### src/sv/feal8_pkg.sv
// shared constants and round functions of the feal-8 cipher core
package feal8_pkg;

  localparam int unsigned FEAL_ROUNDS = 8;
  localparam int unsigned BLOCK_W     = 64;
  localparam int unsigned HALF_W      = 32;
  localparam int unsigned SUBKEY_W    = 16;

  typedef logic [HALF_W-1:0]   half_t;
  typedef logic [SUBKEY_W-1:0] subkey_t;

  function automatic logic [7:0] rot2(input logic [7:0] x);
    return {x[5:0], x[7:6]};
  endfunction

  function automatic logic [7:0] sbox0(input logic [7:0] x, input logic [7:0] y);
    logic [7:0] s;
    s = x + y;
    return rot2(s);
  endfunction

  function automatic logic [7:0] sbox1(input logic [7:0] x, input logic [7:0] y);
    logic [7:0] s;
    s = x + y + 8'd1;
    return rot2(s);
  endfunction

  // round function f
  function automatic half_t f_fn(input half_t a, input subkey_t k);
    logic [7:0] t0, t1, t2, t3;
    t1 = a[23:16] ^ k[15:8] ^ a[31:24];
    t2 = a[15:8] ^ k[7:0] ^ a[7:0];
    t1 = sbox1(t1, t2);
    t2 = sbox0(t2, t1);
    t0 = sbox0(a[31:24], t1);
    t3 = sbox1(a[7:0], t2);
    return {t0, t1, t2, t3};
  endfunction

  // key schedule function fk
  function automatic half_t fk_fn(input half_t a, input half_t b);
    logic [7:0] t0, t1, t2, t3;
    t1 = a[23:16] ^ a[31:24];
    t2 = a[15:8] ^ a[7:0];
    t1 = sbox1(t1, t2 ^ b[31:24]);
    t2 = sbox0(t2, t1 ^ b[23:16]);
    t0 = sbox0(a[31:24], t1 ^ b[15:8]);
    t3 = sbox1(a[7:0], t2 ^ b[7:0]);
    return {t0, t1, t2, t3};
  endfunction

endpackage

### src/sv/feal8_key_sched.sv
// key schedule sequencer: one fk step per cycle, holds the round keys
module feal8_key_sched import feal8_pkg::*; #(
  parameter int unsigned ROUNDS = FEAL_ROUNDS
) (
  input  logic                   clk_i,
  input  logic                   rst_ni,
  input  logic                   key_we_i,
  input  logic [2*HALF_W-1:0]    key_i,
  output logic                   busy_o,
  output subkey_t                round_keys_o [2*((ROUNDS+9)/2)]
);

  localparam int unsigned Iters = (ROUNDS + 9) / 2;
  localparam int unsigned NKeys = 2 * Iters;
  localparam int unsigned CntW  = $clog2(Iters);

  logic            busy_q, busy_d;
  logic [CntW-1:0] cnt_q, cnt_d;
  half_t           a_q, b_q, d_q;
  half_t           nb;
  subkey_t         rk_q [NKeys];

  assign nb = fk_fn(a_q, b_q ^ d_q);

  always_comb begin
    busy_d = busy_q;
    cnt_d  = cnt_q;
    if (key_we_i) begin
      busy_d = 1'b1;
      cnt_d  = '0;
    end else if (busy_q) begin
      cnt_d = cnt_q + 1'b1;
      if (cnt_q == CntW'(Iters - 1)) busy_d = 1'b0;
    end
  end

  always_ff @(posedge clk_i or negedge rst_ni) begin
    if (!rst_ni) begin
      busy_q <= 1'b1;
      cnt_q  <= '0;
      a_q    <= '0;
      b_q    <= '0;
      d_q    <= '0;
    end else begin
      busy_q <= busy_d;
      cnt_q  <= cnt_d;
      if (key_we_i) begin
        a_q <= key_i[2*HALF_W-1:HALF_W];
        b_q <= key_i[HALF_W-1:0];
        d_q <= '0;
      end else if (busy_q) begin
        d_q <= a_q;
        a_q <= b_q;
        b_q <= nb;
      end
    end
  end

  for (genvar j = 0; j < NKeys; j++) begin : g_rk
    localparam int unsigned Step = j / 2;
    localparam bit          Upper = (j % 2) == 0;
    always_ff @(posedge clk_i) begin
      if (busy_q && !key_we_i && cnt_q == CntW'(Step)) begin
        rk_q[j] <= Upper ? nb[HALF_W-1:SUBKEY_W] : nb[SUBKEY_W-1:0];
      end
    end
    assign round_keys_o[j] = rk_q[j];
  end

  assign busy_o = busy_q;

endmodule

### src/sv/feal8_block_cipher_core.sv
// top level of the feal-8 ecb cipher core, one round per pipeline stage
//
// blocks enter on the s_axis channel: tdata carries the 64-bit block (left half
// in the upper 32 bits, big-endian bytes), tuser carries func (0 encrypt,
// 1 decrypt). results leave on m_axis as the 64-bit block in tdata.
// the key is written through cfg_wr_en_i / cfg_wr_data_i; the user must write
// it only while the core is idle. the core itself does not enforce this.
// each key write, and reset (which loads the all-zero key), starts a key
// expansion, one fk step per cycle; s_axis_tready stays low until it is done.
// the pipeline has one whitening stage, one stage per round and one output
// stage. throughput is one transfer per cycle unless a key expansion or the
// receiver holds it; encrypt and decrypt may be mixed freely.
// when the receiver holds m_axis_tready low with a result waiting, the whole
// pipeline holds and s_axis_tready drops; nothing is lost or repeated.
module feal8_block_cipher_core import feal8_pkg::*; #(
  parameter int unsigned ROUNDS = FEAL_ROUNDS
) (
  input  logic               clk_i,
  input  logic               rst_ni,
  input  logic               cfg_wr_en_i,
  input  logic [63:0]        cfg_wr_data_i,  // cipher_key
  input  logic               s_axis_tvalid,
  output logic               s_axis_tready,
  input  logic [BLOCK_W-1:0] s_axis_tdata,   // data_block
  input  logic               s_axis_tuser,   // func
  output logic               m_axis_tvalid,
  input  logic               m_axis_tready,
  output logic [BLOCK_W-1:0] m_axis_tdata    // result_block
);

  localparam int unsigned NKeys = 2 * ((ROUNDS + 9) / 2);

  subkey_t     rk [NKeys];
  logic        busy;
  logic        adv;
  half_t       k_enc_pre1, k_enc_pre2, k_dec_pre1, k_dec_pre2;
  half_t       p1, p2, q1, q2;
  half_t       x_in;

  logic        vld_q  [ROUNDS+1];
  logic        func_q [ROUNDS+1];
  half_t       x_q    [ROUNDS+1];
  half_t       y_q    [ROUNDS+1];
  logic        out_vld_q;
  logic [BLOCK_W-1:0] out_q;

  feal8_key_sched #(
    .ROUNDS (ROUNDS)
  ) u_key_sched (
    .clk_i        (clk_i),
    .rst_ni       (rst_ni),
    .key_we_i     (cfg_wr_en_i),
    .key_i        (cfg_wr_data_i),
    .busy_o       (busy),
    .round_keys_o (rk)
  );

  assign adv           = !out_vld_q || m_axis_tready;
  assign s_axis_tready = adv && !busy;

  // whitening key words
  assign k_enc_pre1 = {rk[ROUNDS],   rk[ROUNDS+1]};
  assign k_enc_pre2 = {rk[ROUNDS+2], rk[ROUNDS+3]};
  assign k_dec_pre1 = {rk[ROUNDS+4], rk[ROUNDS+5]};
  assign k_dec_pre2 = {rk[ROUNDS+6], rk[ROUNDS+7]};

  assign p1 = s_axis_tuser ? k_dec_pre1 : k_enc_pre1;
  assign p2 = s_axis_tuser ? k_dec_pre2 : k_enc_pre2;
  assign q1 = func_q[ROUNDS] ? k_enc_pre1 : k_dec_pre1;
  assign q2 = func_q[ROUNDS] ? k_enc_pre2 : k_dec_pre2;

  assign x_in = s_axis_tdata[BLOCK_W-1:HALF_W] ^ p1;

  // input whitening stage
  always_ff @(posedge clk_i or negedge rst_ni) begin
    if (!rst_ni) begin
      vld_q[0] <= 1'b0;
    end else if (adv) begin
      vld_q[0] <= s_axis_tvalid && s_axis_tready;
    end
  end

  always_ff @(posedge clk_i) begin
    if (adv) begin
      func_q[0] <= s_axis_tuser;
      x_q[0]    <= x_in;
      y_q[0]    <= s_axis_tdata[HALF_W-1:0] ^ p2 ^ x_in;
    end
  end

  // round stages
  for (genvar i = 0; i < ROUNDS; i++) begin : g_round
    localparam int unsigned EncIdx = i;
    localparam int unsigned DecIdx = ROUNDS - 1 - i;
    subkey_t k;
    assign k = func_q[i] ? rk[DecIdx] : rk[EncIdx];

    always_ff @(posedge clk_i or negedge rst_ni) begin
      if (!rst_ni) begin
        vld_q[i+1] <= 1'b0;
      end else if (adv) begin
        vld_q[i+1] <= vld_q[i];
      end
    end

    always_ff @(posedge clk_i) begin
      if (adv) begin
        func_q[i+1] <= func_q[i];
        x_q[i+1]    <= y_q[i];
        y_q[i+1]    <= x_q[i] ^ f_fn(y_q[i], k);
      end
    end
  end

  // output whitening stage
  always_ff @(posedge clk_i or negedge rst_ni) begin
    if (!rst_ni) begin
      out_vld_q <= 1'b0;
    end else if (adv) begin
      out_vld_q <= vld_q[ROUNDS];
    end
  end

  always_ff @(posedge clk_i) begin
    if (adv) begin
      out_q <= {y_q[ROUNDS] ^ q1, x_q[ROUNDS] ^ y_q[ROUNDS] ^ q2};
    end
  end

  assign m_axis_tvalid = out_vld_q;
  assign m_axis_tdata  = out_q;

endmodule

### config.mk
export PLATFORM = sky130hd
export DESIGN_NAME = feal8_block_cipher_core
export DESIGN_NICKNAME = d
export VERILOG_FILES = /design/src/sv/feal8_pkg.sv /design/src/sv/feal8_key_sched.sv /design/src/sv/feal8_block_cipher_core.sv
export SDC_FILE = /design/constraint.sdc
export NUM_CORES = 2
export LEC_CHECK = 0
export BUFFER_PORTS_ARGS = -buffer_cell sky130_fd_sc_hd__buf_2
export CAP_MARGIN = 40
export CORE_MARGIN = 1.5
export CORE_UTILIZATION = 38
export DETAILED_ROUTE_END_ITERATION = 7
export PLACE_DENSITY_LB_ADDON = 0.1
export SYNTH_ARGS = -nofsm -noshare
export SYNTH_HDL_FRONTEND = slang
export SYNTH_SLANG_ARGS = --single-unit
export TNS_END_PERCENT = 30
### constraint.sdc
create_clock -name clk_i -period 34.6 [get_ports clk_i]
set_input_delay 6.92 -clock clk_i [delete_from_list [all_inputs] [get_ports clk_i]]
set_output_delay 6.92 -clock clk_i [all_outputs]
set_load 0.005 [all_outputs]
==> metrics.md <==
| Metric | Value |
|---|---|
| Peak fanout along the critical path | 13 |
| I/O pin total | 200 |
| Yosys reg bits | about 1,000 |
| R2R setup slack | about 27 ns |
| Maximum clock rate | between 0.06 and 0.07 GHz |
| Min Tclk post-route | 14.49 ns |
| Syn Inst Count | about 3,600 |
| Total Routed Length | approximately 170,000 µm |
| Pin count of the biggest net entering global routing | between 100 and 150 |
| Sequential-to-total area share from yosys stat | 57.9% |
| Post-detail-place hpwl | approximately 130,000 µm |
| Initial antenna violation count | 10 |
| H-tree levels | 3 |
| Cts hold-fix bufs | 0 |
| CTS clk-pin slew, worst paths | around 0.060 ns |
| Synth area leader | edfxtp_1 |
| Total number of vias | 29,538 |
| Yosys cell types | 51 |
| Initial DRC count | 2,661 |
| Slack of the critical path | ~20 ns |
| Input/output buffers | approximately 200 |
| Crit share post-route | a little over two fifths |
| Layout area overhead | 14.7% |
| CTS tree | built |
| Total track usage | roughly a quarter |
| Num CTS Buffers | 112 |
| Worst-Margin Slew | 0.952 ns |
| Clock root cell | clkbuf_16 |
| Die Ht | 372 µm |
| # rows | 135 |
| Yosys warnings | 0 |
| Worst skew pair latency | between 0.7 and 0.8 ns |
| Setup bufs post-CTS | 0 |
| Mapped Avg Cell Area | 14.2 µm² |
| Relative max-transition margin | 34.7% |
| Worst Skew | approximately 0.042 ns |
| # DRC | 0 |
| Post-synthesis async set-or-reset flop share | between 10% and 20% |
| Main flop type after synthesis | edfxtp_1 |
| CORE AREA | about 140,000 µm² |
| Hold WC Path Type | flip-flop to flip-flop |
| Nets@finish | about 4,400 |
| Most frequent cells in the layout | 905 x edfxtp_1, 638 x xnor2_1, 351 x xor2_1, 343 x mux2i_1, 258 x ha_1 |
| Die Footprint | 138,000 µm² |
| Final Slew Violations | 0 |
| Maximum clock path buffer count | 3 |
| Initial core utilization | about two fifths |
| Placed Area | 55,600 µm² |
| First-pass GRT wire length | approximately 230,000 µm |
| GP Congestion | between 0.9 and 1 |
| DP Worst Slack | roughly 20 ns |
| Max_cap viols | 0 |
| Setup Crit Path Kind | primary input to output port |
| Post-synth EDFFs | a little over 900 |
| CP peak stage delay | between 0.2 and 0.25 ns |
| CP endpoint kind | output port |
| Hold Path Stages | 1 |
| Mapped Area | 51,700 µm² |
| Drt pass-1 iters | 5 |
| Gr ovfl total | 0 |
| Cell chain of the critical path | buf_2 > nor2b_1 > buf_4 > nor2_1 > buf_2 |
| Setup TNS | 0 ns |
| Slowest cell on crit path | buf_4 |
| Final hold vios | 0 |
| Vias per inst | slightly above 5 |
| Outcome | complete, no violations |
| Cells on worst reg2reg path | 25 |
| CP required | approximately 28 ns |
| Vias in the first global route | between 20,000 and 30,000 |
| Crit path top cell by count | buf_2 |
| Die W | 372 µm |
| Commonest non-fill, non-tap cell in the layout | edfxtp_1 |
| RSZ-0062 raised after global routing | false |
| CP Launch Type | primary input |
| Dominant cells by area after synthesis | edfxtp_1 53%, xnor2_1 11%, mux2i_1 6.6% |
| Syn Nets | around 4,100 |
| Resize count post-CTS | 0 |
| Top-area cell type share of the netlist area | a little over half |
| Wirelength per Cell | around 29 µm |
| Final instance area | ~59,000 µm² |
| TritonCTS Sinks | approximately 1,000 |
| Worst EP arrival | 7.57 ns |
| Final setup fails | 0 |
| Layout cells sized above 1 | between 10% and 20% |
| ANT nets after route | 0 |
-- sequential cells by signal (all words and copies together), names as in the netlist --
signal	flops
func_q	9
m_axis_tdata	64
m_axis_tvalid	1
u_key_sched.a_q	32
u_key_sched.b_q	32
u_key_sched.busy_o	1
u_key_sched.cnt_q	3
u_key_sched.d_q	32
u_key_sched.rk_q	256
vld_q	9
x_q	288
y_q	288
-- path summary, 6_finish.rpt --
check / to / startpoint
max in group asynchronous: vld_q[5]$_DFFE_PN0N_ / rst_ni
max reg2reg: u_key_sched.b_q[1]$_DFFE_PN0P_ / u_key_sched.a_q[1]$_DFFE_PN0P_
min in group asynchronous: u_key_sched.d_q[31]$_DFFE_PN0P_ / rst_ni
max: s_axis_tready / m_axis_tready
min reg2reg: m_axis_tvalid$_DFFE_PN0N_ / vld_q[0]$_DFFE_PN0N_
min: m_axis_tvalid$_DFFE_PN0N_ / vld_q[0]$_DFFE_PN0N_
-- stage by stage --
| stage | utilization [%] | std cells | hold slack, ns |
|---|---|---|---|
| after floorplan | - | 3631 | 0.421 |
| after global placement | 40.8 | 5607 | 0.444 |
| after detailed placement | 41.1 | 5635 | 0.447 |
| after CTS | 43.8 | 5847 | 0.461 |
| after global routing | 43.8 | 5848 | 0.464 |
| final | 43.8 | 5849 | 0.460 |
-- layer usage --
layer | track usage, % | up-vias | share of wire (%)
met4 | 4.83 | 0 | 1.8
met5 | 0 | - | 0
met3 | 2.68 | 159 | 4.2
met2 | 39.4 | 690 | 48
li1 | - | 13680 | -
met1 | 34.4 | 15009 | 46
-- synth_stat cells, drive strengths merged (6+ instances only) --
cell,n
xor3,15
nor2,105
edfxtp,905
o21a,50
o31a,9
dfrtp,109
o21bai,27
inv,151
xnor3,11
o31ai,12
nand2b,30
a21o,66
xor2,353
mux2i,343
xnor2,643
a21oi,100
fa,36
and3,6
a21boi,12
clkbuf,23
nand2,76
or3,9
o311ai,8
mux2,8
ha,258
buf,40
nor2b,36
nor3,19
o21ai,122
or4,6
-- critical path: cells and delay by family --
kind,cells,cell delay [ns]
buffers and inverters,3,0.49
and+or+nand+nor,2,0.16
-- area by class of cell --
| cell class | instances | area [µm²] |
|---|---|---|
| Sequential cell | 1015 | 29900 |
| Tap cell | 1781 | 2230 |
| Fill cell | 12367 | 76000 |
| Antenna cell | 1 | 2.50 |
| Clock inverter | 74 | 643 |
| Timing Repair Buffer | 287 | 1910 |
| Clock buffer | 138 | 3010 |
| Inverter | 152 | 578 |
| Multi-Input combinational cell | 2401 | 21000 |
-- logic make-up after synthesis --
logic type | share of synthesized area, %
buf+inv | 1.59
mux | 6.82
simple gates | 2.84
compound gates | 5.17
fa+ha+maj | 7.64
xor+xnor | 18.0
flops | 57.9
Power is not shown: default switching activity piles up to over one toggle a cycle in this logic, so the estimate is an artifact.
